<file path="src/rc4krd_ram.sv">
`timescale 1ns / 1ps
`default_nettype none
module rc4krd_ram #(
    parameter int WIDTH = 8,
    parameter int DEPTH = 256
) (
    input  logic                     i_clk,
    input  logic                     i_we,
    input  logic [$clog2(DEPTH)-1:0] i_waddr,
    input  logic [WIDTH-1:0]         i_wdata,
    input  logic [$clog2(DEPTH)-1:0] i_raddr,
    output logic [WIDTH-1:0]         o_rdata
);

    logic [WIDTH-1:0] r_mem [DEPTH];
    logic [WIDTH-1:0] r_rdata;

    // one write port, registered read of the old contents
    always_ff @(posedge i_clk) begin
        if (i_we) begin
            r_mem[i_waddr] <= i_wdata;
        end
        r_rdata <= r_mem[i_raddr];
    end

    assign o_rdata = r_rdata;

endmodule
`default_nettype wire

</file>
<file path="config.mk">
export PLATFORM = sky130hd
export DESIGN_NAME = rc4krd_ram
export DESIGN_NICKNAME = d
export VERILOG_FILES = /design/src/rc4krd_ram.sv
export SDC_FILE = /design/constraint.sdc
export NUM_CORES = 2
export LEC_CHECK = 0
export ABC_AREA = 1
export BUFFER_PORTS_ARGS = -buffer_cell sky130_fd_sc_hd__buf_2
export CORE_UTILIZATION = 30
export DETAILED_ROUTE_END_ITERATION = 10
export GPL_TIMING_DRIVEN = 1
export HOLD_SLACK_MARGIN = 0.15
export PLACE_DENSITY = 0.48
export SETUP_SLACK_MARGIN = 0.5
export SLEW_MARGIN = 20
export SYNTH_ARGS = -nofsm -noshare
export SYNTH_HDL_FRONTEND = slang
export SYNTH_SLANG_ARGS = --single-unit
</file>
<file path="constraint.sdc">
create_clock -name i_clk -period 1.9 [get_ports i_clk]
set_input_delay 0.19 -clock i_clk [delete_from_list [all_inputs] [get_ports i_clk]]
set_output_delay 0.19 -clock i_clk [all_outputs]
set_load 0.005 [all_outputs]
</file>
Word level (Yosys, flattened, before mapping)
Memory sizes are Yosys's and may differ from the RTL's. A register that Yosys moved wholly into a read port is not among the register bits.
Index checks and enable logic that the tools add are counted.
- mux-type cells: 2
- operator list (operator ; number):
    1-bit two-way mux ; 2
- memory bits (writable): 2048
- memories kept: 1
- logic and storage cells: 3
- flip-flop bits (word level): 0
- memories (name ; depth ; bits a word ; rd ports ; clocked after Yosys merged registers in ; wr ports ; RTL line ; text):
    r_mem ; 256 ; 8 ; 1 ; 1 ; 1 ; 15 ; logic [WIDTH-1:0] r_mem [DEPTH];

Longest topological paths before layout
- depth in word-level cells: 2
- depth in mapped cells: 15
- mapped depth without buffers: 11

Worst setup path before layout
No wires, ideal clock.
- path kind: input -> register
- from: input i_we
- to: memory r_mem[162][0], enable pin
- stages on the path: 4
- slack: 219 ps
- required time: 1530 ps
- arrival time: 1311 ps
- setup time: 370 ps
- path through: clkbuf_1 > nand3_1 > clkbuf_1 > nor2_1
- cells in the longest elaborated chain, start to end: 2
- RTL lines (item ; RTL line ; text):
    start, declared ; 8 ; input logic i_we,
    1-bit two-way mux ; 20 ; if (i_we) begin
    1-bit two-way mux (implied by the code) ; 21 ; r_mem[i_waddr] <= i_wdata;
    end, declared ; 15 ;
Every way passes these cells.

Worst setup path after layout
- from: register r_rdata[1] (netlist: o_rdata[1]) (read register of r_mem)
- to: output o_rdata[1]
- RTL lines (item ; RTL line ; text):
    start, declared ; 16 ; logic [WIDTH-1:0] r_rdata;
    end, declared ; 12 ; output logic [WIDTH-1:0] o_rdata
No word-level cell between the ends.

==> summary.md <==
| Metric | Value |
|---|---|
| Yosys warns | 0 |
| Global-route wire length before repair | 383000 um |
| Die area | 280000 um^2 |
| P_leak | 36.6 nW |
| 1st-pass router iterations | 7 |
| Crit-path max cell delay | 440 ps |
| #FFs+latches synth | 2056 |
| DRC violations left | 0 |
| Least-Margin Pin Slew | 740 ps |
| Final setup margin | 327 ps |
| Post-Syn Area | 83400 um^2 |
| RSZ-0062 raised after global routing | yes |
| Placed Instances | 10947 |
| Max Clock Skew | 83.1 ps |
| Total track usage | 18.6% |
| CP arrival | 1380 ps |
| Root Driver | clkbuf_16 |
| Core Area | 276000 um^2 |
| Power share of the clock group | 42.2% |
| EDFF count, synth | 2048 |
| # IOs | 34 |
| Final Hold Viols | 0 |
| Routed length per instance | 23.5 um |
| Fmax | 636 MHz |
| Met2 Wirelength | 127000 um |
| CP cell instances | buf_6 |
| Die height | 529 um |
| WL final | 267000 um |
| Initial antenna violation count | 15 |
| Nets | 7517 |
| Part of the power in registers | 50.2% |
| Layout cells sized above 1 | 19.6% |
| Vias in the first global route | 54715 |
| Peak supply drop | 0.000780 V |
| CTS sink count | 2056 |
| Overflow after GRT | 0 |
| Post-route cell area | 104000 um^2 |
| P_int | 76.0 mW |
| Setup Viol. Count Final | 0 |
| Primary FF master, synth | edfxtp_1 |
| Met3 routed WL | 15800 um |
| Max Root-Sink Buffers | 3 |
| Worst slack, placed | -767 ps |
| Iteration-0 DRC Markers | 5471 |
| Crit Path Class | register to primary output |
| Largest area contributor in the netlist | edfxtp_1 |
| Die Wd | 529 um |
| Synthesized Nets | 7029 |
| RePlAce Congestion | 0.842 |
| Fin crit period | 1570 ps |
| Initial Util | 30.2% |
| Sequential-to-total area share from yosys stat | 73.9% |
| WP data required | 1710 ps |
| Crit Path Max Fanout | 1 |
| Max-slew violations | 0 |
| Vias per inst | 4.96 |
| Yosys top cell area share | 73.7% |
| Comb power frac | 7.5% |
| Area after DPL | 93500 um^2 |
| Clock latency at the later pin of the worst-skew pair | 890 ps |
| Dpl hpwl | 166000 um |
| CP top delay family | flip-flops |
| Worst-path clk slew | 60 ps |
| CTS tree | done |
| Num rows | 193 |
| Synthesis-to-layout area growth | 24.3% |
| Top Layer Used | met5 |
| I/O Buffers | 33 |
| Synth Area per Inst | 11.9 um^2 |
| Number of buffers created by CTS | 220 |
| Distinct cell type count after synthesis | 14 |
| Endpoint class of the critical path | primary output |
| Post-route non-filler standard cell count | 11387 |
| Startpoint types | register |
| Power Dens Cells | 962 nW/um^2 |
| Relative slew margins | 50.6% |
| Sw Ratio | 23.7% |
| Top-count cell post-synth | nand2_1 |
| Buf/Inv on CP | 1 |
| Synth Instances | 7003 |
| Slowest cell on crit path | dfxtp_4 |
| Top post-synthesis cells by area | edfxtp_1 74%, nand3_1 12%, nand2_1 9.6% |
| Wl on met1 | 117000 um |
| Post-DRT Antenna Nets | 0 |
| Status | completed |
| Synth async-reset ratio | 0% |
| Fin util | 37.5% |
| Largest net degree at the start of global routing | 93 |
| Max Cap Viol | 0 |
| Sw Pwr | 23.6 mW |
| Top cells by count, synth | 2123 x nand2_1, 2048 x edfxtp_1, 2019 x nand3_1 |
| Setup_tns | 0 ps |
| Number of H-tree branching levels | 4 |
| Fin crit share | 82.8% |
| Min-Delay Path Class | primary input to register |
| Via Count | 56443 |
per-layer routing:
metal / GRT usage (%) / vias up
met4: 5.72 / 4
met2: 30.1 / 1732
met5: 0 / -
met3: 2.96 / 363
met1: 25.5 / 28436
li1: - / 25908
state kept, by name, summed over array words and instances (netlist names):
signal	cells
o_rdata	8
r_mem	2048
area by class of cell:
class | instances | area, um^2
antenna | 4 | 10.0
clock buffer | 270 | 5690
clock inverter | 139 | 1380
fill | 26561 | 173000
inverter | 39 | 180
multi-input combinational | 4425 | 21900
sequential | 2056 | 61700
tap | 3705 | 4640
timing repair buffer | 749 | 8160
layout by cell type (no fill, tap or decap), types with 15 or more instances in the layout:
cell type and instances:
clkinv_1 56, buf_2 15, clkbuf_16 227, nand2_2 18
edfxtp_1 2048, buf_12 174, nand2_1 2087, nor2_2 29
bufinv_16 17, buf_4 488, clkbuf_1 50, nand3_2 297
nor2_4 41, clkinv_2 43, buf_6 34, nand3_1 1666
nor2_1 213, nand3_4 56, nand2_4 18, inv_1 31
cells by family after synthesis:
group / after synthesis / synth area share [%]
AND/OR/NAND/NOR: 4425 / 22.9
flip-flops: 2056 / 73.9
buffers and inverters: 522 / 3.12
metrics by stage:
step | total power [mW] | hold WS (ps)
2_1_floorplan | 54.2 | 289
3_3_place_gp | 57.9 | 590
3_5_place_dp | 57.9 | 596
4_1_cts | 100 | 149
5_1_grt | 103 | 223
6_report | 99.7 | 208
path summary, 6_finish.rpt:
kind / to / start / cells past startpoint / slack [ps]
max: o_rdata[1] / o_rdata[1]$_DFF_P_ / 1 / 330
min: o_rdata[7]$_DFF_P_ / i_raddr[2] / 10 / 210
max reg2reg: o_rdata[3]$_DFF_P_ / r_mem[11][3]$_DFFE_PP_ / 11 / 330
min reg2reg: o_rdata[7]$_DFF_P_ / r_mem[202][7]$_DFFE_PP_ / 10 / 980
power groups by stage:
stage,Combinational (mW),Clock (mW),Sequential (mW)
floorplan,3.23,0,51.0
global placement,6.88,0,51.0
detailed placement,6.89,0,51.0
CTS,7.31,42.9,50.1
global route,8.05,44.5,50.0
finish,7.51,42.1,50.1
timing repair:
item,in CTS,in global routing
hold endpoints to repair,2081,0
hold buffers,20,0
resized for setup,296,252
gates cloned,0,7
setup endpoints to repair,16,1799
pin swaps,84,90
buffers inserted,0,0
(Power assumes the default switching activity.)
