`src/rc4krd_pkg.sv`:
```
`timescale 1ns / 1ps
`default_nettype none
package rc4krd_pkg;

    // permutation store geometry
    localparam int PERM_W     = 8;
    localparam int PERM_DEPTH = 256;

    // hash arithmetic
    localparam int          HASH_W   = 30;
    localparam logic [29:0] HASH_MUL = 30'd425481007;
    localparam logic [29:0] HASH_MOD = 30'd1000000007;

    // operand width of the shared reduction unit
    localparam int RED_W = 64;

    typedef logic [PERM_W-1:0] t_byte;
    typedef logic [HASH_W-1:0] t_hash;

    // request opcodes
    typedef enum logic {
        OP_DECODE = 1'b0,
        OP_REPORT = 1'b1
    } t_op;

    // keystream byte placement within the decode mask
    localparam logic [4:0] KS_SHIFT0 = 5'd0;
    localparam logic [4:0] KS_SHIFT1 = 5'd8;
    localparam logic [4:0] KS_SHIFT2 = 5'd16;
    localparam logic [4:0] KS_SHIFT3 = 5'd22;

    function automatic logic [4:0] ks_shift(input logic [1:0] idx);
        logic [4:0] s;
        unique case (idx)
            2'd0:    s = KS_SHIFT0;
            2'd1:    s = KS_SHIFT1;
            2'd2:    s = KS_SHIFT2;
            default: s = KS_SHIFT3;
        endcase
        return s;
    endfunction

    // request to the reduction unit
    typedef struct packed {
        logic             start;
        logic [RED_W-1:0] operand;
    } t_red_ctl;

    // reduction unit status
    typedef struct packed {
        logic  busy;
        logic  done;
        t_hash rem;
    } t_red_sts;

endpackage
`default_nettype wire

```
`src/rc4krd_modred.sv`:
```
`timescale 1ns / 1ps
`default_nettype none
module rc4krd_modred
    import rc4krd_pkg::*;
(
    input  logic     i_clk,
    input  logic     i_rst_n,
    input  t_red_ctl i_ctl,
    output t_red_sts o_sts
);

    // operand is folded in 16-bit digits, most significant first
    localparam int               DIG_W = 16;
    localparam int               N_DIG = RED_W / DIG_W;
    localparam int               CNT_W = $clog2(N_DIG);
    localparam logic [CNT_W-1:0] LAST  = CNT_W'(N_DIG - 1);

    // quotient estimate from the upper bits of the partial value
    localparam int T_W    = HASH_W + DIG_W;
    localparam int EST_SH = 28;
    localparam int HI_W   = T_W - EST_SH;
    localparam int RCP_SH = 32;
    localparam int RCP_W  = 31;
    localparam int PROD_W = HI_W + RCP_W;
    localparam logic [63:0] RCP_FULL = (64'd1 << (EST_SH + RCP_SH)) / 64'(HASH_MOD);
    localparam logic [RCP_W-1:0] RCP = RCP_W'(RCP_FULL);

    logic             r_busy;
    logic             r_done;
    logic             r_fix;
    logic [CNT_W-1:0] r_cnt;
    logic [RED_W-1:0] r_sh;
    t_hash            r_rem;
    logic [HI_W-1:0]  r_q;

    logic [T_W-1:0]    n_t;
    logic [PROD_W-1:0] n_prod;
    logic [HI_W-1:0]   n_q;
    logic [T_W-1:0]    n_diff;
    logic [HASH_W:0]   n_part;
    t_hash             n_rem;

    // estimate never exceeds the true quotient and falls short by at most one,
    // so one compare and subtract finishes the digit
    always_comb begin
        n_t    = {r_rem, r_sh[RED_W-1 -: DIG_W]};
        n_prod = PROD_W'(n_t[T_W-1:EST_SH]) * PROD_W'(RCP);
        n_q    = HI_W'(n_prod >> RCP_SH);
        n_diff = n_t - (T_W'(r_q) * T_W'(HASH_MOD));
        n_part = n_diff[HASH_W:0];
        if (n_part >= {1'b0, HASH_MOD}) begin
            n_rem = HASH_W'(n_part - {1'b0, HASH_MOD});
        end else begin
            n_rem = n_part[HASH_W-1:0];
        end
    end

    // per digit: an estimate step, then a subtract and correct step
    always_ff @(posedge i_clk) begin
        if (!i_rst_n) begin
            r_busy <= 1'b0;
            r_done <= 1'b0;
            r_fix  <= 1'b0;
            r_cnt  <= '0;
        end else begin
            r_done <= r_busy && r_fix && (r_cnt == LAST);
            if (i_ctl.start && !r_busy) begin
                r_busy <= 1'b1;
                r_fix  <= 1'b0;
                r_cnt  <= '0;
                r_sh   <= i_ctl.operand;
                r_rem  <= '0;
            end else if (r_busy && !r_fix) begin
                r_q   <= n_q;
                r_fix <= 1'b1;
            end else if (r_busy) begin
                r_rem <= n_rem;
                r_sh  <= r_sh << DIG_W;
                r_cnt <= r_cnt + 1'b1;
                r_fix <= 1'b0;
                if (r_cnt == LAST) begin
                    r_busy <= 1'b0;
                end
            end
        end
    end

    assign o_sts.busy = r_busy;
    assign o_sts.done = r_done;
    assign o_sts.rem  = r_rem;

    // remainder stays a true residue
    a_rem_range: assert property (@(posedge i_clk) disable iff (!i_rst_n)
        r_done |-> (r_rem < HASH_MOD))
        else $error("residue out of range");

    // a new pass is never requested while one runs
    a_no_restart: assert property (@(posedge i_clk) disable iff (!i_rst_n)
        r_busy |-> !i_ctl.start)
        else $error("reduction restarted while busy");

    // completion is a single-cycle pulse
    a_done_pulse: assert property (@(posedge i_clk) disable iff (!i_rst_n)
        r_done |=> !r_done)
        else $error("done held for more than one cycle");

endmodule
`default_nettype wire

```
`config.mk`:
```
export PLATFORM = sky130hd
export DESIGN_NAME = rc4krd_modred
export DESIGN_NICKNAME = d
export VERILOG_FILES = /design/src/rc4krd_pkg.sv /design/src/rc4krd_modred.sv
export SDC_FILE = /design/constraint.sdc
export NUM_CORES = 1
export LEC_CHECK = 0
export ABC_CLOCK_PERIOD_IN_PS = 12590
export BUFFER_PORTS_ARGS = -buffer_cell sky130_fd_sc_hd__buf_2
export CORE_MARGIN = 1
export CORE_UTILIZATION = 23
export CTS_CLUSTER_SIZE = 40
export DETAILED_ROUTE_END_ITERATION = 7
export HOLD_SLACK_MARGIN = 0.02
export PLACE_DENSITY_LB_ADDON = 0.2
export SLEW_MARGIN = 5
export SYNTH_ARGS = -nofsm -noshare
export SYNTH_HDL_FRONTEND = slang
export SYNTH_SLANG_ARGS = --single-unit
```
`constraint.sdc`:
```
create_clock -name i_clk -period 12.59 [get_ports i_clk]
set_clock_uncertainty 0.05 [all_clocks]
set_input_delay 2.518 -clock i_clk [delete_from_list [all_inputs] [get_ports i_clk]]
set_output_delay 2.518 -clock i_clk [all_outputs]
set_load 0.01 [all_outputs]
```
* Word-level counts from Yosys, hierarchy flattened *
Index checks and enable logic that the tools add are counted.

word-level totals
  word-level logic and storage cells = 42
  bits of input ports = 67
  output and inout port bits = 32
  register bits after elaboration = 116

operators by class
  $mul = 2
  eq/ne operators = 2
  add/sub/neg operators = 3
  muxes and demuxes = 12
  bitwise operators = 3
  magnitude comparators = 1
  reduce and logical (&&, ||, !) cells = 12

operators by type and width
  kind                    number
  $mux 64                 3
  $mux 30                 3
  $mul 18x28->46 const B  1
  $ge 31x30->1 const B    1
  $mul 17x30->31 const B  1
  $sub 31x31->31          1
  $sub 30x30->30 const B  1
  $mux 1                  6
  $reduce_and 3->1        2
  $logic_and 1x1->1       4
  $reduce_bool 2->1       2
  $not 1->1               3
  $add 2x1->2 const B     1
  $eq 2x2->1 const B      1
  $logic_not 1->1         2
  $ne 2x2->1 const B      1
  $reduce_and 2->1        1
  $reduce_or 2->1         1

* Longest topological paths before layout *
  depth after elaboration = 6
  depth in mapped cells = 27
  depth with buffers taken out = 25

* Worst setup path before layout *
Ideal clock, no wire load.

  path kind = input to register
  from = input i_ctl[64] (netlist name)
  to = register r_rem[0] (enable)
  slack = 2324 ps
  arrival = 9525 ps
  stages on the path = 3
  setup time = 691 ps
  path buffers = 1
  data required time = 11849 ps
  cells stage by stage = nand2b_1 -> clkbuf_1 -> a21boi_0

between the ends
  longest elaborated chain between the ends = 3
  elaborated cells on any way between the ends = 4
  classes of those cells = 1 x eq/ne; 3 x reduce/logical

RTL lines
  item                                                                     line                 text
  from (decl)                                                              rc4krd_modred.sv:8   input t_red_ctl i_ctl,
  $logic_and 1x1->1 *                                                      rc4krd_modred.sv:67  if (i_ctl.start && !r_busy) begin
  $ne 2x2->1 (no source line) / $reduce_bool 2->1 (equally long branches)  --
  $reduce_and 3->1 (no source line) *                                      --
  to (signal assigned)                                                     rc4krd_modred.sv:77  r_rem <= n_rem;
  to (decl)                                                                rc4krd_modred.sv:33  t_hash r_rem;

Every way passes the cells marked *; elsewhere a longest branch is shown, timed or not.
A chain may end at the register's enable or synchronous reset.

* Worst setup path after layout *
  from = register r_q[0]
  to = register r_rem[9], data pin

between the ends
  longest elaborated chain between the ends = 6
  elaborated cells on any way between the ends = 7
  classes of those cells = 2 x add/sub; 1 x mul; 1 x order compare; 3 x mux

RTL lines
  item                                                   line                                      text
  from (decl)                                            rc4krd_modred.sv:34                       logic [HI_W-1:0] r_q;
  from (signal assigned)                                 rc4krd_modred.sv:74                       r_q <= n_q;
  $mul 17x30->31 *                                       rc4krd_modred.sv:49                       n_diff = n_t - (T_W'(r_q) * T_W'(HASH_MOD));
  $sub 31x31->31 *                                       rc4krd_modred.sv:49
  $sub 30x30->30 / $ge 31x30->1 (equally long branches)  rc4krd_modred.sv:52, rc4krd_modred.sv:51
  $mux 30 *                                              rc4krd_modred.sv:51                       if (n_part >= {1'b0, HASH_MOD}) begin
  $mux 30 *                                              rc4krd_modred.sv:76                       end else if (r_busy) begin
  $mux 30 *                                              rc4krd_modred.sv:73                       end else if (r_busy && !r_fix) begin

Every way passes the cells marked *; elsewhere a longest branch is shown, timed or not. The select of a mux whose other input is x is not followed.

==> impl_metrics.yaml <==
layout:
  final_common_cell: "inv_1"
  final_nets: 2766
  areaGrowthSynthToFinish_pct: 12.5
  fillers: 9097
  final_layout_size_suffix_gt1_share_pct: 8.42
  final_cell_mix: "502 x inv_1, 352 x ha_1, 282 x fa_1"
  antennaDiodeCount: 0
yosys:
  synth.area.top_cells: "fa_1 29%, ha_1 22%, edfxtp_1 17%, inv_1 9.6%, nand2_1 3.6%"
  yosys_warnings: 0
  synthMuxAreaShare_pct: 0.153
  syn_nets: 2674
  ys_ff_latch: 116
  synth_top_family_by_area: "adder cells"
  synth-main-ff-cell: "edfxtp_1"
  synth_fa_ha_area_share_pct: 51.2
  synth_xor_area_share_pct: 3.43
  yosysUniqueCellTypes: 79
  syn_area_mm2: 0.0196
  synth_top_cell_by_area: "fa_1"
  synth_top_area_share_pct: 28.7
  synth-simple-area-share_pct: 8.94
  syn_inst: 1973
  synth_area_per_cell_um2: 9.95
  synth_edf_count: 111
  synthArstFlopShare_pct: 0
  ys_seq_area_share_pct: 17.5
  synth_compound_area_share_pct: 8.41
global_routing:
  met3_usage_pct: 1.71
  grt_pass1_wl_um: 88500
  met1_usage_pct: 18.6
  grtUsageMet2_pct: 22.8
  antenna_found_initial: 5
  grt_pass1_vias: 14900
  grt_overflow: 0
  grt-busiest-layer: "met2"
  grtUsageTotal_pct: 13.6
  grt_max_degree: 93
status:
  outcome: "finished clean"
drt:
  drc: 0
  drt-vias-per-instance: 4.20
  routed_wl_um: 55600
  vias: 13500
  wl_per_cell_um: 17.3
  drtPass1Iterations: 5
  drt_first_iter_violations: 660
  antenna_left: 0
setup_path:
  worstPathArrival_ps: 8280
  cp_max_fo: 21
  r2r-end: "r_rem[9]"
  critPathRequiredTime_ps: 12850
  cp-startpoint: "r_q[0]"
  rr_worst_depth: 22
  cp-start-kind: "register"
  r2r-start: "r_q[0]"
  crit_end: "r_rem[9]"
  end_kind: "register"
  critPathKind: "register to register"
  reg2reg_slack_ps: 4570
sta:
  fmax_mhz: 125
  setup_tns_ps: 0
  period_needed_ps: 8020
  rsz0062_at_grt: "false"
  period_share_pct: 63.7
  relSlewSlack_pct: 35.8
  slew_violations: 0
  hold_violations: 0
  setup_violations: 0
  worst_slew_pin_slew_ps: 962
clock_tree:
  cts_made_buffers: 17
  cts_sinks: 116
  htree_levels: 4
  clkLatencyLatePin_ps: 470
  clock_path_buffers: 2
  post_cts_buffers: 0
  holdBufCountCts: 0
  cts_resized: 0
  clk_pin_slew_ps: 70
  cts_tree: "yes"
  cts_root_buf: "clkbuf_16"
floorplanning:
  start_util_pct: 23.4
  die_h_um: 294
  die_x_um: 294
  io_pins: 99
  die_area_mm2: 0.0866
  core_mm2: 0.0841
  rows: 106
place:
  numPortBuffers: 98
  gp_congestion: 0.870
  hpwl_um: 47300
min_path:
  hold_path_depth: 2
  hp-class: "register to register"
flow_run:
  cap_violations: 0
## stage by stage
step	hold WS, ps	cells	worst slack [ps]	cell area [µm²]	util [%]
finish	437	3212	4570	22100	26.3
global route	481	3212	3990	22100	26.3
floorplan	408	1973	2320	19600	-
global placement	423	3180	4660	21500	25.6
CTS	440	3212	4620	22100	26.3
detailed placement	431	3180	4690	21500	25.6
## logic make-up (layout without fill, tap and decap cells)
| logic type | after synthesis | in the layout |
|---|---|---|
| and+or+nand+nor | 376 | 376 |
| DFF | 116 | 116 |
| muxes | 3 | 3 |
| buffers and inverters | 536 | 641 |
| AOI/OAI and AO/OA | 231 | 231 |
| adders and majority gates | 634 | 634 |
| xor gates and xnor gates | 77 | 77 |
## worst min-delay path by stage
stage          startpoint       end  slack [ps]
2_1_floorplan    r_cnt[1]  r_cnt[1]         410
3_3_place_gp     r_cnt[1]  r_cnt[1]         420
3_5_place_dp     r_cnt[1]  r_cnt[1]         430
4_1_cts          r_cnt[1]  r_cnt[1]         440
5_1_grt          r_sh[21]  r_sh[37]         480
6_report         r_cnt[1]  r_cnt[1]         440
## worst max-delay path: stages, from the launching register on
cell and delay (ps):
edfxtp_1 860, inv_1 570, fa_1 660, inv_1 40, ha_1 290, ha_1 310, fa_1 470, fa_1 560
inv_1 40, ha_1 350, nand2_1 110, a2111oi_0 500, or4_1 220, o21ai_2 100, o41ai_2 650, a31oi_1 160
o211ai_1 360, and3_1 320, o311ai_4 120, buf_4 240, and2_1 280, or3_1 380, a21oi_1 160
## layer usage
| metal | vias to the layer above | share of wire, % |
|---|---|---|
| met5 | - | 0 |
| met4 | 0 | 0.92 |
| met3 | 33 | 2.9 |
| met2 | 237 | 48 |
| met1 | 6737 | 48 |
| li1 | 6487 | - |
## synthesized netlist by cell type, types with 5 or more instances
| master | n |
|---|---|
| or3_1 | 8 |
| ha_1 | 352 |
| nand3_1 | 20 |
| buf_4 | 6 |
| a21boi_1 | 5 |
| edfxtp_1 | 111 |
| a21oi_2 | 9 |
| nor2_1 | 63 |
| a211oi_1 | 16 |
| o21a_1 | 11 |
| clkbuf_1 | 22 |
| nor2b_1 | 8 |
| xnor2_1 | 57 |
| a21oi_1 | 53 |
| inv_1 | 502 |
| a211o_1 | 5 |
| nand2b_1 | 7 |
| fa_1 | 282 |
| o21ai_0 | 32 |
| a22oi_1 | 5 |
| a21o_1 | 30 |
| and3_1 | 7 |
| and2_1 | 26 |
| or2_2 | 6 |
| xor2_1 | 20 |
| nand4_1 | 7 |
| o211ai_1 | 8 |
| nand2_1 | 187 |
| a31oi_1 | 7 |
| dfxtp_1 | 5 |
| nor3_1 | 12 |
## final cells by class
| cell class | count | area (µm²) | area share [%] |
|---|---|---|---|
| Tap cell | 1134 | 1420 | 6.42 |
| Timing Repair Buffer | 107 | 558 | 2.53 |
| Multi-Input combinational cell | 1321 | 14200 | 64.3 |
| Sequential cell | 116 | 3430 | 15.5 |
| Clock buffer | 18 | 429 | 1.94 |
| Inverter | 502 | 1880 | 8.53 |
| Clock inverter | 14 | 168 | 0.759 |
## registers in the layout, summed over array words and instances, names as in the netlist
signal and count:
r_done 1, r_rem 30, r_q 17, r_busy 1, r_fix 1, r_sh 64, r_cnt 2
Power is not shown: default switching activity piles up to over one toggle a cycle in this logic, so the estimate is an artifact.
